### config.mk
export PLATFORM = sky130hd
export DESIGN_NAME = ipv4_fragment_header_builder
export DESIGN_NICKNAME = d
export VERILOG_FILES = /design/src/sv/ifhb_pkg.sv /design/src/sv/ifhb_front.sv /design/src/sv/ifhb_queue.sv /design/src/sv/ifhb_back.sv /design/src/sv/ipv4_fragment_header_builder.sv
export SDC_FILE = /design/constraint.sdc
export NUM_CORES = 1
export LEC_CHECK = 0
export BUFFER_PORTS_ARGS = -buffer_cell sky130_fd_sc_hd__buf_2
export CORE_MARGIN = 2
export CORE_UTILIZATION = 35
export DETAILED_ROUTE_END_ITERATION = 16
export PLACE_DENSITY_LB_ADDON = 0.2
export SLEW_MARGIN = 20
export SYNTH_ARGS = -nofsm -noshare
export SYNTH_HDL_FRONTEND = slang
export SYNTH_SLANG_ARGS = --single-unit
### constraint.sdc
create_clock -name clk -period 11.57 [get_ports clk]
set_input_delay 1.157 -clock clk [delete_from_list [all_inputs] [get_ports clk]]
set_output_delay 1.157 -clock clk [all_outputs]
set_load 0.005 [all_outputs]
### src/sv/ifhb_pkg.sv
// shared types, constants and helpers of the ipv4 fragment header builder
package ifhb_pkg;

  localparam logic [13:0] MTU_MIN   = 14'd68;
  localparam logic [13:0] MTU_MAX   = 14'd9000;
  localparam logic [13:0] HDR_BYTES = 14'd20;
  localparam logic [15:0] VER_IHL   = 16'h4500;
  localparam logic [15:0] TTL_WORD  = 16'h4000;
  localparam logic [15:0] FO_DF     = 16'h4000;
  localparam logic [15:0] FO_MF     = 16'h2000;
  localparam logic [15:0] IDENT_RST = 16'h0001;

  typedef enum logic [2:0] {
    REG_SOURCE  = 3'd0,
    REG_MASK    = 3'd1,
    REG_GATEWAY = 3'd2,
    REG_MTU     = 3'd3,
    REG_TOS     = 3'd4
  } reg_idx_t;

  typedef enum logic [1:0] {
    ERR_NONE  = 2'd0,
    ERR_DF    = 2'd1,
    ERR_FRAGS = 2'd2
  } err_t;

  typedef enum logic {
    BK_IDLE,
    BK_EMIT
  } bk_state_t;

  typedef struct packed {
    logic [31:0] source_address;
    logic [31:0] subnet_mask;
    logic [31:0] gateway_address;
    logic [13:0] link_mtu;
    logic [7:0]  service_type;
  } cfg_t;

  // one classified segment handed from front to back
  typedef struct packed {
    err_t        err;
    logic [15:0] len;
    logic        df;
    logic [31:0] hop;
    logic [15:0] sum;
  } seg_t;

  // data bytes per full fragment: clamped mtu minus header, whole 8-byte units
  function automatic logic [13:0] frag_block(input logic [13:0] mtu);
    logic [13:0] m;
    logic [13:0] b;
    if (mtu < MTU_MIN) begin
      m = MTU_MIN;
    end else if (mtu > MTU_MAX) begin
      m = MTU_MAX;
    end else begin
      m = mtu;
    end
    b = m - HDR_BYTES;
    return {b[13:3], 3'b000};
  endfunction

endpackage

### src/sv/ifhb_front.sv
// front end: takes a segment request, classifies errors, next hop and fixed header sum
module ifhb_front #(
  parameter int MAX_FRAGS = 64
) (
  input  logic             clk,
  input  logic             rst,
  input  ifhb_pkg::cfg_t   cfg,
  input  logic             in_valid,
  output logic             in_ready,
  input  logic [15:0]      payload_length,
  input  logic [7:0]       upper_protocol,
  input  logic [31:0]      dest_address,
  input  logic             dont_fragment,
  output logic             push,
  input  logic             q_ready,
  output ifhb_pkg::seg_t   seg
);

  localparam int MW = $clog2(MAX_FRAGS + 1) + 14;
  localparam int CW = MW + 16;

  logic        f_valid;
  logic [15:0] f_len;
  logic [7:0]  f_proto;
  logic [31:0] f_dst;
  logic        f_df;

  logic [13:0]   blk;
  logic [MW-1:0] lim;
  logic          multi;
  logic          too_many;
  logic [18:0]   s;
  logic [16:0]   f1;
  logic [15:0]   f2;

  assign push     = f_valid && q_ready;
  assign in_ready = !f_valid || q_ready;

  always_ff @(posedge clk) begin
    if (rst) begin
      f_valid <= 1'b0;
    end else if (in_valid && in_ready) begin
      f_valid <= 1'b1;
    end else if (push) begin
      f_valid <= 1'b0;
    end
  end

  always_ff @(posedge clk) begin
    if (in_valid && in_ready) begin
      f_len   <= payload_length;
      f_proto <= upper_protocol;
      f_dst   <= dest_address;
      f_df    <= dont_fragment;
    end
  end

  always_comb begin
    blk      = ifhb_pkg::frag_block(cfg.link_mtu);
    lim      = MW'(MAX_FRAGS) * MW'(blk);
    // more than one fragment iff length exceeds one block
    multi    = {2'b00, f_len} > {4'b0000, blk};
    too_many = CW'(f_len) > CW'(lim);

    // header words that stay fixed across the fragments of a segment
    s  = 19'(ifhb_pkg::VER_IHL | {8'h00, cfg.service_type})
       + 19'(ifhb_pkg::TTL_WORD | {8'h00, f_proto})
       + 19'(cfg.source_address[31:16]) + 19'(cfg.source_address[15:0])
       + 19'(f_dst[31:16]) + 19'(f_dst[15:0]);
    f1 = 17'(s[15:0]) + 17'(s[18:16]);
    f2 = f1[15:0] + 16'(f1[16]);

    if (f_df && multi) begin
      seg.err = ifhb_pkg::ERR_DF;
    end else if (too_many) begin
      seg.err = ifhb_pkg::ERR_FRAGS;
    end else begin
      seg.err = ifhb_pkg::ERR_NONE;
    end
    seg.len = f_len;
    seg.df  = f_df;
    seg.hop = ((cfg.source_address & cfg.subnet_mask) == (f_dst & cfg.subnet_mask))
            ? f_dst : cfg.gateway_address;
    seg.sum = f2;
  end

endmodule

### src/sv/ifhb_queue.sv
// two-entry queue of classified segments between front and back
module ifhb_queue (
  input  logic           clk,
  input  logic           rst,
  input  logic           push,
  input  ifhb_pkg::seg_t push_seg,
  output logic           q_ready,
  input  logic           pop,
  output logic           q_valid,
  output ifhb_pkg::seg_t head
);

  ifhb_pkg::seg_t mem [2];
  logic       wr_ptr;
  logic       rd_ptr;
  logic [1:0] count;

  assign q_ready = count != 2'd2;
  assign q_valid = count != 2'd0;
  assign head    = mem[rd_ptr];

  always_ff @(posedge clk) begin
    if (rst) begin
      wr_ptr <= 1'b0;
      rd_ptr <= 1'b0;
      count  <= 2'd0;
    end else begin
      if (push) begin
        wr_ptr <= !wr_ptr;
      end
      if (pop) begin
        rd_ptr <= !rd_ptr;
      end
      if (push && !pop) begin
        count <= count + 2'd1;
      end else if (pop && !push) begin
        count <= count - 2'd1;
      end
    end
  end

  always_ff @(posedge clk) begin
    if (push) begin
      mem[wr_ptr] <= push_seg;
    end
  end

endmodule

### src/sv/ifhb_back.sv
// back end: walks a segment one fragment per cycle into the output register while the output is not stalled
module ifhb_back (
  input  logic           clk,
  input  logic           rst,
  input  ifhb_pkg::cfg_t cfg,
  input  logic           q_valid,
  input  ifhb_pkg::seg_t head,
  output logic           pop,
  output logic           out_valid,
  input  logic           out_ready,
  output logic [13:0]    total_length,
  output logic [15:0]    flags_offset,
  output logic [15:0]    identification,
  output logic [15:0]    header_checksum,
  output logic [15:0]    payload_offset,
  output logic [31:0]    next_hop_address,
  output logic [1:0]     error_code,
  output logic           last_fragment
);

  ifhb_pkg::bk_state_t state;
  ifhb_pkg::bk_state_t state_next;
  ifhb_pkg::seg_t      cur;
  logic [15:0] rem;
  logic [15:0] rem_next;
  logic [15:0] off;
  logic [15:0] off_next;
  logic [15:0] ident;
  logic [15:0] ident_next;

  logic        advance;
  logic        emit;
  logic        load;
  logic [13:0] blk;
  logic        last;
  logic [13:0] data;
  logic [13:0] tlen;
  logic [15:0] fo;
  logic [17:0] s;
  logic [16:0] f1;
  logic [15:0] f2;
  logic        ov_next;

  always_comb begin
    blk     = ifhb_pkg::frag_block(cfg.link_mtu);
    advance = !out_valid || out_ready;
    last    = rem <= {2'b00, blk};
    data    = last ? rem[13:0] : blk;
    tlen    = data + ifhb_pkg::HDR_BYTES;
    if (cur.df) begin
      fo = ifhb_pkg::FO_DF;
    end else begin
      fo = {3'b000, off[15:3]} | (last ? 16'h0000 : ifhb_pkg::FO_MF);
    end
    s  = 18'(cur.sum) + 18'(tlen) + 18'(ident) + 18'(fo);
    f1 = 17'(s[15:0]) + 17'(s[17:16]);
    f2 = f1[15:0] + 16'(f1[16]);

    state_next = state;
    load       = 1'b0;
    emit       = 1'b0;
    pop        = 1'b0;
    rem_next   = rem;
    off_next   = off;
    ident_next = ident;
    ov_next    = out_valid && !out_ready;
    case (state)
      ifhb_pkg::BK_IDLE: begin
        if (q_valid) begin
          pop        = 1'b1;
          load       = 1'b1;
          rem_next   = head.len;
          off_next   = 16'h0000;
          state_next = ifhb_pkg::BK_EMIT;
        end
      end
      ifhb_pkg::BK_EMIT: begin
        if (advance) begin
          emit    = 1'b1;
          ov_next = 1'b1;
          if (cur.err != ifhb_pkg::ERR_NONE) begin
            state_next = ifhb_pkg::BK_IDLE;
          end else if (last) begin
            ident_next = ident + 16'd1;
            state_next = ifhb_pkg::BK_IDLE;
          end else begin
            rem_next = rem - {2'b00, blk};
            off_next = off + {2'b00, blk};
          end
        end
      end
      default: begin
        state_next = ifhb_pkg::BK_IDLE;
      end
    endcase
  end

  always_ff @(posedge clk) begin
    if (rst) begin
      state     <= ifhb_pkg::BK_IDLE;
      ident     <= ifhb_pkg::IDENT_RST;
      out_valid <= 1'b0;
    end else begin
      state     <= state_next;
      ident     <= ident_next;
      out_valid <= ov_next;
    end
  end

  always_ff @(posedge clk) begin
    rem <= rem_next;
    off <= off_next;
    if (load) begin
      cur <= head;
    end
    if (emit) begin
      error_code    <= cur.err;
      last_fragment <= (cur.err != ifhb_pkg::ERR_NONE) || last;
      if (cur.err != ifhb_pkg::ERR_NONE) begin
        total_length     <= 14'd0;
        flags_offset     <= 16'h0000;
        identification   <= 16'h0000;
        header_checksum  <= 16'h0000;
        payload_offset   <= 16'h0000;
        next_hop_address <= 32'h0000_0000;
      end else begin
        total_length     <= tlen;
        flags_offset     <= fo;
        identification   <= ident;
        header_checksum  <= ~f2;
        payload_offset   <= off;
        next_hop_address <= cur.hop;
      end
    end
  end

endmodule

### src/sv/ipv4_fragment_header_builder.sv
// top level: interface registers, front classifier, segment queue and fragment emitter
// path of a request: front register, queue entry, segment register, output register
// throughput: one result per cycle while a segment is walked and the output is not
//   stalled; each segment is first popped and loaded in the idle state
// the front end takes a new request every cycle while the two-entry queue has room
// reset (synchronous, active high): queue empty, output invalid, identification 1,
//   registers to source 0, mask 255.255.255.0, gateway 0, mtu 1500, tos 0
module ipv4_fragment_header_builder #(
  parameter int MAX_FRAGS = 64
) (
  input  logic        clk,
  input  logic        rst,
  input  logic        cfg_valid,
  output logic        cfg_ready,
  input  logic [2:0]  cfg_index,
  input  logic [31:0] cfg_data,
  input  logic        in_valid,
  output logic        in_ready,
  input  logic [15:0] payload_length,
  input  logic [7:0]  upper_protocol,
  input  logic [31:0] dest_address,
  input  logic        dont_fragment,
  output logic        out_valid,
  input  logic        out_ready,
  output logic [13:0] total_length,
  output logic [15:0] flags_offset,
  output logic [15:0] identification,
  output logic [15:0] header_checksum,
  output logic [15:0] payload_offset,
  output logic [31:0] next_hop_address,
  output logic [1:0]  error_code,
  output logic        last_fragment
);

  ifhb_pkg::cfg_t cfg;
  ifhb_pkg::seg_t push_seg;
  ifhb_pkg::seg_t head;
  logic push;
  logic q_ready;
  logic q_valid;
  logic pop;

  assign cfg_ready = 1'b1;

  always_ff @(posedge clk) begin
    if (rst) begin
      cfg.source_address  <= 32'h0000_0000;
      cfg.subnet_mask     <= 32'hFFFF_FF00;
      cfg.gateway_address <= 32'h0000_0000;
      cfg.link_mtu        <= 14'd1500;
      cfg.service_type    <= 8'h00;
    end else if (cfg_valid && cfg_ready) begin
      case (cfg_index)
        ifhb_pkg::REG_SOURCE:  cfg.source_address  <= cfg_data;
        ifhb_pkg::REG_MASK:    cfg.subnet_mask     <= cfg_data;
        ifhb_pkg::REG_GATEWAY: cfg.gateway_address <= cfg_data;
        ifhb_pkg::REG_MTU:     cfg.link_mtu        <= cfg_data[13:0];
        ifhb_pkg::REG_TOS:     cfg.service_type    <= cfg_data[7:0];
        default: begin
        end
      endcase
    end
  end

  ifhb_front #(
    .MAX_FRAGS(MAX_FRAGS)
  ) u_front (
    .clk            (clk),
    .rst            (rst),
    .cfg            (cfg),
    .in_valid       (in_valid),
    .in_ready       (in_ready),
    .payload_length (payload_length),
    .upper_protocol (upper_protocol),
    .dest_address   (dest_address),
    .dont_fragment  (dont_fragment),
    .push           (push),
    .q_ready        (q_ready),
    .seg            (push_seg)
  );

  ifhb_queue u_queue (
    .clk      (clk),
    .rst      (rst),
    .push     (push),
    .push_seg (push_seg),
    .q_ready  (q_ready),
    .pop      (pop),
    .q_valid  (q_valid),
    .head     (head)
  );

  ifhb_back u_back (
    .clk              (clk),
    .rst              (rst),
    .cfg              (cfg),
    .q_valid          (q_valid),
    .head             (head),
    .pop              (pop),
    .out_valid        (out_valid),
    .out_ready        (out_ready),
    .total_length     (total_length),
    .flags_offset     (flags_offset),
    .identification   (identification),
    .header_checksum  (header_checksum),
    .payload_offset   (payload_offset),
    .next_hop_address (next_hop_address),
    .error_code       (error_code),
    .last_fragment    (last_fragment)
  );

endmodule

### Word level (Yosys, flattened, before mapping)

Memories as Yosys holds them, arrays and structs flattened. A register that Yosys moved wholly into a read port is not among the register bits.
Index checks and enable logic that the tools add are counted.

* flip-flop bits (word level): 394
* bits in writable memories: 134
* bits of input ports: 97
* output and inout port bits: 116
* logic and storage cells: 135
* memories: 1

* add/sub/neg operators: 19
* $lt $le $gt $ge: 5
* equal/unequal tests: 10
* muxes and demuxes: 36
* bitwise gates (word level): 6
* reduce and logical (&&, ||, !) cells: 28

Memory list
* u_queue.mem: depth 2, bits a word 67, read ports 1, clocked after memory_dff 1, wr ports 1, line ifhb_queue.sv:13 `ifhb_pkg::seg_t mem [2];`

Operators by type and width (number)
* 2-to-1 mux 16 bit: 9
* adder 19 x 16 -> 19 bit: 4
* bitwise AND 32 bit: 2
* case mux 16 bit (2 select lines): 2
* 2-to-1 mux 14 bit: 4
* adder 18 x 16 -> 18 bit: 2
* adder 16 x 1 -> 16 bit: 2
* == test 32 bit: 1
* 2-to-1 mux 32 bit: 1
* > comparator 16 x 20 -> 1 bit: 1
* adder 16 x 14 -> 17 bit: 1
* adder 16 x 2 -> 17 bit: 1
* adder 16 x 3 -> 17 bit: 1
* adder 15 x 15 -> 16 bit: 1
* adder 16 x 1 -> 16 bit, second input constant: 1
* adder 16 x 14 -> 16 bit: 1
* > comparator 16 x 14 -> 1 bit: 1
* less-or-equal comparator 16 x 14 -> 1 bit: 1
* NOT 16 bit: 1
* bitwise OR 13 x 16 -> 16 bit: 1
* subtractor 16 x 14 -> 16 bit: 1
* 2-to-1 mux 1 bit: 15
* adder 14 x 5 -> 14 bit, second input constant: 1
* > comparator 14 bit, second input constant: 1
* other kinds (18): 48

### Logic depth before layout (Yosys ltp)

* depth in word-level cells: 13
* depth in mapped cells: 60
* gate-level depth less buffers: 59

### By module

Synthesis repeated with hierarchy kept, for this count alone.

* cells, all modules: 2420
* area, all modules: 28477.3 um^2

Modules (own cells, without submodules)
* ifhb_back: instances 1, cells each 1094, area an instance 12119.1 um^2, sequential area each 6035.8 um^2
* ifhb_front: instances 1, cells each 636, area an instance 6397.4 um^2, sequential area each 1731.7 um^2
* ifhb_queue: instances 1, cells each 230, area an instance 5154.9 um^2, sequential area each 4124.0 um^2
* ipv4_fragment_header_builder: instances 1, cells each 460, area an instance 4805.9 um^2, sequential area each 2362.3 um^2

### Worst setup path after synthesis

No wires, ideal clock.

* path kind: register -> register
* start: reg cfg[21] (netlist name)
* end: reg u_back.header_checksum[15], data pin
* setup time: 0.266 ns
* arrival: 10.938 ns
* required time: 11.304 ns
* slack: 0.366 ns
* stages on the path, launching flop included: 60
* path buffers: 1
* period minus slack after synthesis: 11.204 ns
* cells stage by stage: dfxtp_1 > nor4b_1 > o211ai_1 > a41oi_2 > a21boi_0 > ha_1 > nor2b_1 > o2bb2ai_2 > nand3_1 > xor2_1 > nand2_1 > inv_1 > ha_1 > nor3b_1 > o21ai_0 > a21oi_1 > o2111ai_1 > a21oi_1 > (+24 left out) > a21o_1 > a21oi_1 > xnor2_1 > ha_1 > fa_1 > and3_1 > and2_1 > and3_1 > nand3_1 > nor4_1 > ha_1 > and4_1 > nand2_1 > a2111oi_0 > nand4b_1 > a211oi_1 > xnor2_1 > nor2_1

* cells in the longest elaborated chain, start to end: 13
* elaborated cells between the ends (all ways): 17
* classes of those cells: add/sub: 7; order compare: 3; mux: 5; bitwise: 2

RTL lines
* > comparator 14 bit: line ifhb_pkg.sv:55 `end else if (mtu > MTU_MAX) begin`
* 2-to-1 mux 14 bit: line ifhb_pkg.sv:55
* 2-to-1 mux 14 bit (*): line ifhb_pkg.sv:53 `if (mtu < MTU_MIN) begin`
* subtractor 14 x 5 -> 14 bit (*): line ifhb_pkg.sv:60 `b = m - HDR_BYTES;`
* less-or-equal comparator 16 x 14 -> 1 bit: line ifhb_back.sv:47 `last = rem <= {2'b00, blk};`
* 2-to-1 mux 14 bit (*): line ifhb_back.sv:48 `data = last ? rem[13:0] : blk;`
* adder 14 x 5 -> 14 bit (*): line ifhb_back.sv:49 `tlen = data + ifhb_pkg::HDR_BYTES;`
* named net u_back.tlen[3]: line ifhb_back.sv:37 `logic [13:0] tlen;`
* adder 16 x 14 -> 17 bit (*): line ifhb_back.sv:55 `s = 18'(cur.sum) + 18'(tlen) + 18'(ident) + 18'(fo);`
* adder 18 x 16 -> 18 bit (*) (2 in series): line ifhb_back.sv:55
* adder 16 x 2 -> 17 bit (*): line ifhb_back.sv:56 `f1 = 17'(s[15:0]) + 17'(s[17:16]);`
* adder 16 x 1 -> 16 bit (*): line ifhb_back.sv:57 `f2 = f1[15:0] + 16'(f1[16]);`
* NOT 16 bit (*): line ifhb_back.sv:130 `header_checksum <= ~f2;`
* end signal: assignment: line ifhb_back.sv:130
* end: declaration: line ifhb_back.sv:14 `output logic [15:0] header_checksum,`

The timed path passes the listed nets; every way through them passes the cells marked *.
A chain may end at the register's enable or synchronous reset.

### Final worst setup path

* start: reg cfg[10] (netlist name)
* end: reg u_back.header_checksum[15], data pin

* cells in the longest elaborated chain, start to end: 13
* elaborated cells between the ends (all ways): 17
* classes of those cells: add/sub: 7; order compare: 3; mux: 5; bitwise: 2

RTL lines (line)
* > comparator 14 bit: ifhb_pkg.sv:55
* 2-to-1 mux 14 bit: ifhb_pkg.sv:55
* 2-to-1 mux 14 bit (*): ifhb_pkg.sv:53
* subtractor 14 x 5 -> 14 bit (*): ifhb_pkg.sv:60
* less-or-equal comparator 16 x 14 -> 1 bit: ifhb_back.sv:47
* 2-to-1 mux 14 bit (*): ifhb_back.sv:48
* adder 14 x 5 -> 14 bit (*): ifhb_back.sv:49
* named net u_back.tlen[8]: ifhb_back.sv:37
* adder 16 x 14 -> 17 bit (*): ifhb_back.sv:55
* adder 18 x 16 -> 18 bit (*) (2 in series): ifhb_back.sv:55
* adder 16 x 2 -> 17 bit (*): ifhb_back.sv:56
* adder 16 x 1 -> 16 bit (*): ifhb_back.sv:57
* NOT 16 bit (*): ifhb_back.sv:130

Marked as above.

==> summary.md <==
| Metric | Value |
|---|---|
| Status | completed |
| Synth area leader | edfxtp_1 |
| FP Rows | 101 |
| Die Height | roughly 280 µm |
| DP HPWL | 53.6 mm |
| Syn_area_per_cell | 11.3 µm² |
| Hold Path End | cfg[51] |
| VDD IR-drop max | ~0.00017 V |
| R2R Path End | u_back.header_checksum[15] |
| Grt ovf | 0 |
| Crit path DAT | around 11,000 ps |
| Worst reg-to-reg path cell count | slightly below 60 |
| Number of synthesized flops with an enable pin | 380 |
| Fill cells | about 7,300 |
| Fraction of layout cells with a size suffix above 1 | 20.7% |
| Hold Crit Depth | 2 |
| Max_cap viols | 0 |
| Commonest non-fill, non-tap cell in the layout | edfxtp_1 |
| Hold WS | about 450 ps |
| H-tree Lvls | 2 |
| Largest cells by area after synthesis | edfxtp_1 43%, dfxtp_1 11%, ha_1 4.9% |
| Post-Route WL | 72.7 mm |
| Die width | approximately 280 µm |
| Slew @ Worst Pin | 1060 ps |
| Max Clk Rate | 0.0921 GHz |
| Tcrit/Tclk final | 93.8% |
| Total iterations of the first detailed-routing run | 5 |
| Initial antenna violation count | 2 |
| # setup viols final | 0 |
| Area Growth Syn to Fin | 17.9% |
| Power per standard cell area | 265 mW/mm² |
| Clk sink count | between 500 and 600 |
| First-pass GRT wire length | roughly 110 mm |
| Max clock buf depth | 3 |
| Die Area | just under 0.08 mm² |
| Clock transition at path regs | 60 ps |
| Synth Instances | 2,367 |
| Worst Path Required | 11,910 ps |
| Hold WC Path Type | register to register |
| Setup crit end kind | register |
| Flops & latches, synth | 522 |
| DR DRC count | 0 |
| Worst r2r src | cfg[10] |
| Distinct cell type count after synthesis | 90 |
| Placer Congestion | between 0.8 and 0.9 |
| Critical path's slowest cell | fa_1 |
| Ys async rst share | 0% |
| Inserted Clock Buffers | 58 |
| Total GRT Usage | 18.1% |
| Rel. slew slack | 28.5% |
| Crit path top cell by count | ha_2 |
| Yosys warning count | 0 |
| Post-Syn Area | 0.0268 mm² |
| Crit path largest cell delay | 480 ps |
| Placement Setup Slack | -387 ps |
| Hold path start | cfg[51] |
| Final Core Density | 41.7% |
| Static Leakage | 0.0123 µW |
| Post-route ant nets | 0 |
| Final Hold Violating Endpoints | 0 |
| I/O pin total | 213 |
| Tmin final | 10,860 ps |
| Sequential share of the synthesized area | 53.1% |
| Avg WL per Cell | 19.6 µm |
| Starting density of the core | 35.3% |
| IO buf count | 207 |
| Clock Tree Root | clkbuf_16 |
| Largest net degree at the start of global routing | 77 |
| Initial DRC count | 1,252 |
| Post-synth top area share | 42.5% |
| Critical path type | register to register |
| Clk_lat worst skew | 630 ps |
| R2r setup slk | 710 ps |
| CTS tree | done |
| DR vias | 18,300 |
| Setup WS post-layout | 712 ps |
| Vias per cell | 4.93 |
| Worst-path fanout max | 6 |
| CORE AREA | ~0.076 mm² |
| Vias in the first global route | 18,000 |
| Clk_skew | 39.5 ps |
| CP Launch Type | register |
| Top FF cell, synth | edfxtp_1 |
| Commonest non-fill, non-tap cells in the layout | 380 x edfxtp_1, 305 x nand2_1, 206 x buf_2, 147 x inv_1, 139 x dfxtp_1 |
| Pins Over Slew Limit | 0 |
| Total Nets Final | 2,883 |
==> Yosys cell counts, types with 5 or more instances <==
cell type,number
o31ai_1,9
ha_1,105
a31oi_1,11
fa_1,63
nor2_1,130
inv_1,149
edfxtp_1,380
mux2i_1,26
and3_1,26
nand3_1,38
nand4_1,22
a21o_1,31
o21a_1,18
o21ai_0,49
xor2_1,78
nor3_1,44
nor4_1,16
buf_4,6
nand3b_1,35
nor2b_1,26
nand2_1,306
xnor2_1,95
o211ai_1,10
maj3_1,7
dfxtp_1,142
or2_2,11
and2_1,69
o21bai_1,8
a21oi_1,142
a21boi_0,6
clkbuf_1,74
nand2b_1,15
a22oi_1,16
mux2_2,85
or3_1,7
a211oi_1,17
buf_1,5
==> timing repair <==
action                                  4_1_cts  5_1_grt
endpoints found under the setup margin        5       10
gates cloned                                  0        0
hold buffers                                  0        0
pin swaps                                     0       28
resized for setup                             8       50
setup buffers                                 0       15
==> power by group <==
part,leakage (µW),internal [µW],switching [µW]
clock network,0.000972,1150,777
registers,0.00476,2550,244
logic,0.00661,1460,2210
total,0.0123,5160,3230
==> layout make-up <==
class | instances | area, µm² | area share (%)
diodes | 2 | 5.00 | 0.0158
clock buffers | 81 | 1670 | 5.28
clock inverters | 29 | 369 | 1.17
inverters | 150 | 564 | 1.78
multi-input cells | 1606 | 11900 | 37.6
flip-flops and latches | 522 | 14300 | 45.1
well taps | 1030 | 1290 | 4.07
repair buffers | 280 | 1590 | 5.02
==> layer usage <==
layer | vias up | share of wire (%) | GRT usage, % | wire, µm
li1 | 8850 | - | - | -
met1 | 8913 | 47 | 25.8 | 34200
met2 | 416 | 47 | 29.5 | 34300
met3 | 73 | 4.2 | 2.48 | 3030
met4 | 0 | 1.5 | 3.63 | 1120
met5 | - | 0 | 0 | 0
==> worst max path at each step <==
| stage | startpoint | cells past startpoint | endpoint | slack [ps] |
|---|---|---|---|---|
| floorplan | cfg[21] | 59 | u_back.header_checksum[15] | 370 |
| finish | cfg[10] | 59 | u_back.header_checksum[15] | 710 |
| CTS | cfg[8] | 60 | u_back.header_checksum[15] | 0.6 |
| detailed placement | cfg[8] | 59 | u_back.header_checksum[15] | -390 |
| global placement | cfg[8] | 59 | u_back.header_checksum[15] | -160 |
| global route | cfg[9] | 59 | u_back.header_checksum[15] | -100 |
==> registers in the layout (all words and copies together), names as in the netlist, 14 cells and up, named ones only <==
name	count
u_back.identification	16
u_back.next_hop_address	32
cfg	118
u_back.flags_offset	15
u_front.f_len	16
u_queue.mem	134
u_back.rem	16
u_back.cur	51
u_back.total_length	14
u_back.ident	16
u_back.header_checksum	16
u_front.f_dst	32
==> cells by family (layout without fill, tap and decap cells) <==
family / after synthesis / after routing / synth area share (%)
other cells: 2 / 7 / 0.0280
fa+ha+maj: 175 / 175 / 9.85
xor+xnor: 178 / 178 / 5.99
flops: 522 / 522 / 53.1
buf+inv: 242 / 540 / 3.57
simple gates: 770 / 770 / 14.0
compound gates: 366 / 366 / 8.85
mux: 112 / 112 / 4.59
==> metrics by stage <==
| stage | TNS, ps | cell area [µm²] | total power (µW) | instances |
|---|---|---|---|---|
| floorplan | 0 | 26900 | 5320 | 2370 |
| global placement | -226 | 29300 | 6300 | 3573 |
| detailed placement | -757 | 29300 | 6340 | 3573 |
| CTS | 0 | 31300 | 8330 | 3683 |
| global route | -161 | 31700 | 8970 | 3699 |
| finish | 0 | 31700 | 8390 | 3700 |
==> critical path, delay by kind of cell (launching register included) <==
kind	cells	cell delay (ps)
XOR/XNOR	5	720
flip-flops	1	350
AND/OR/NAND/NOR	20	3000
AO/OA/AOI/OAI	20	3430
buffers and inverters	5	490
adder cells (fa/ha/maj)	9	2620
Note: power is estimated with default switching activity, not from simulation.
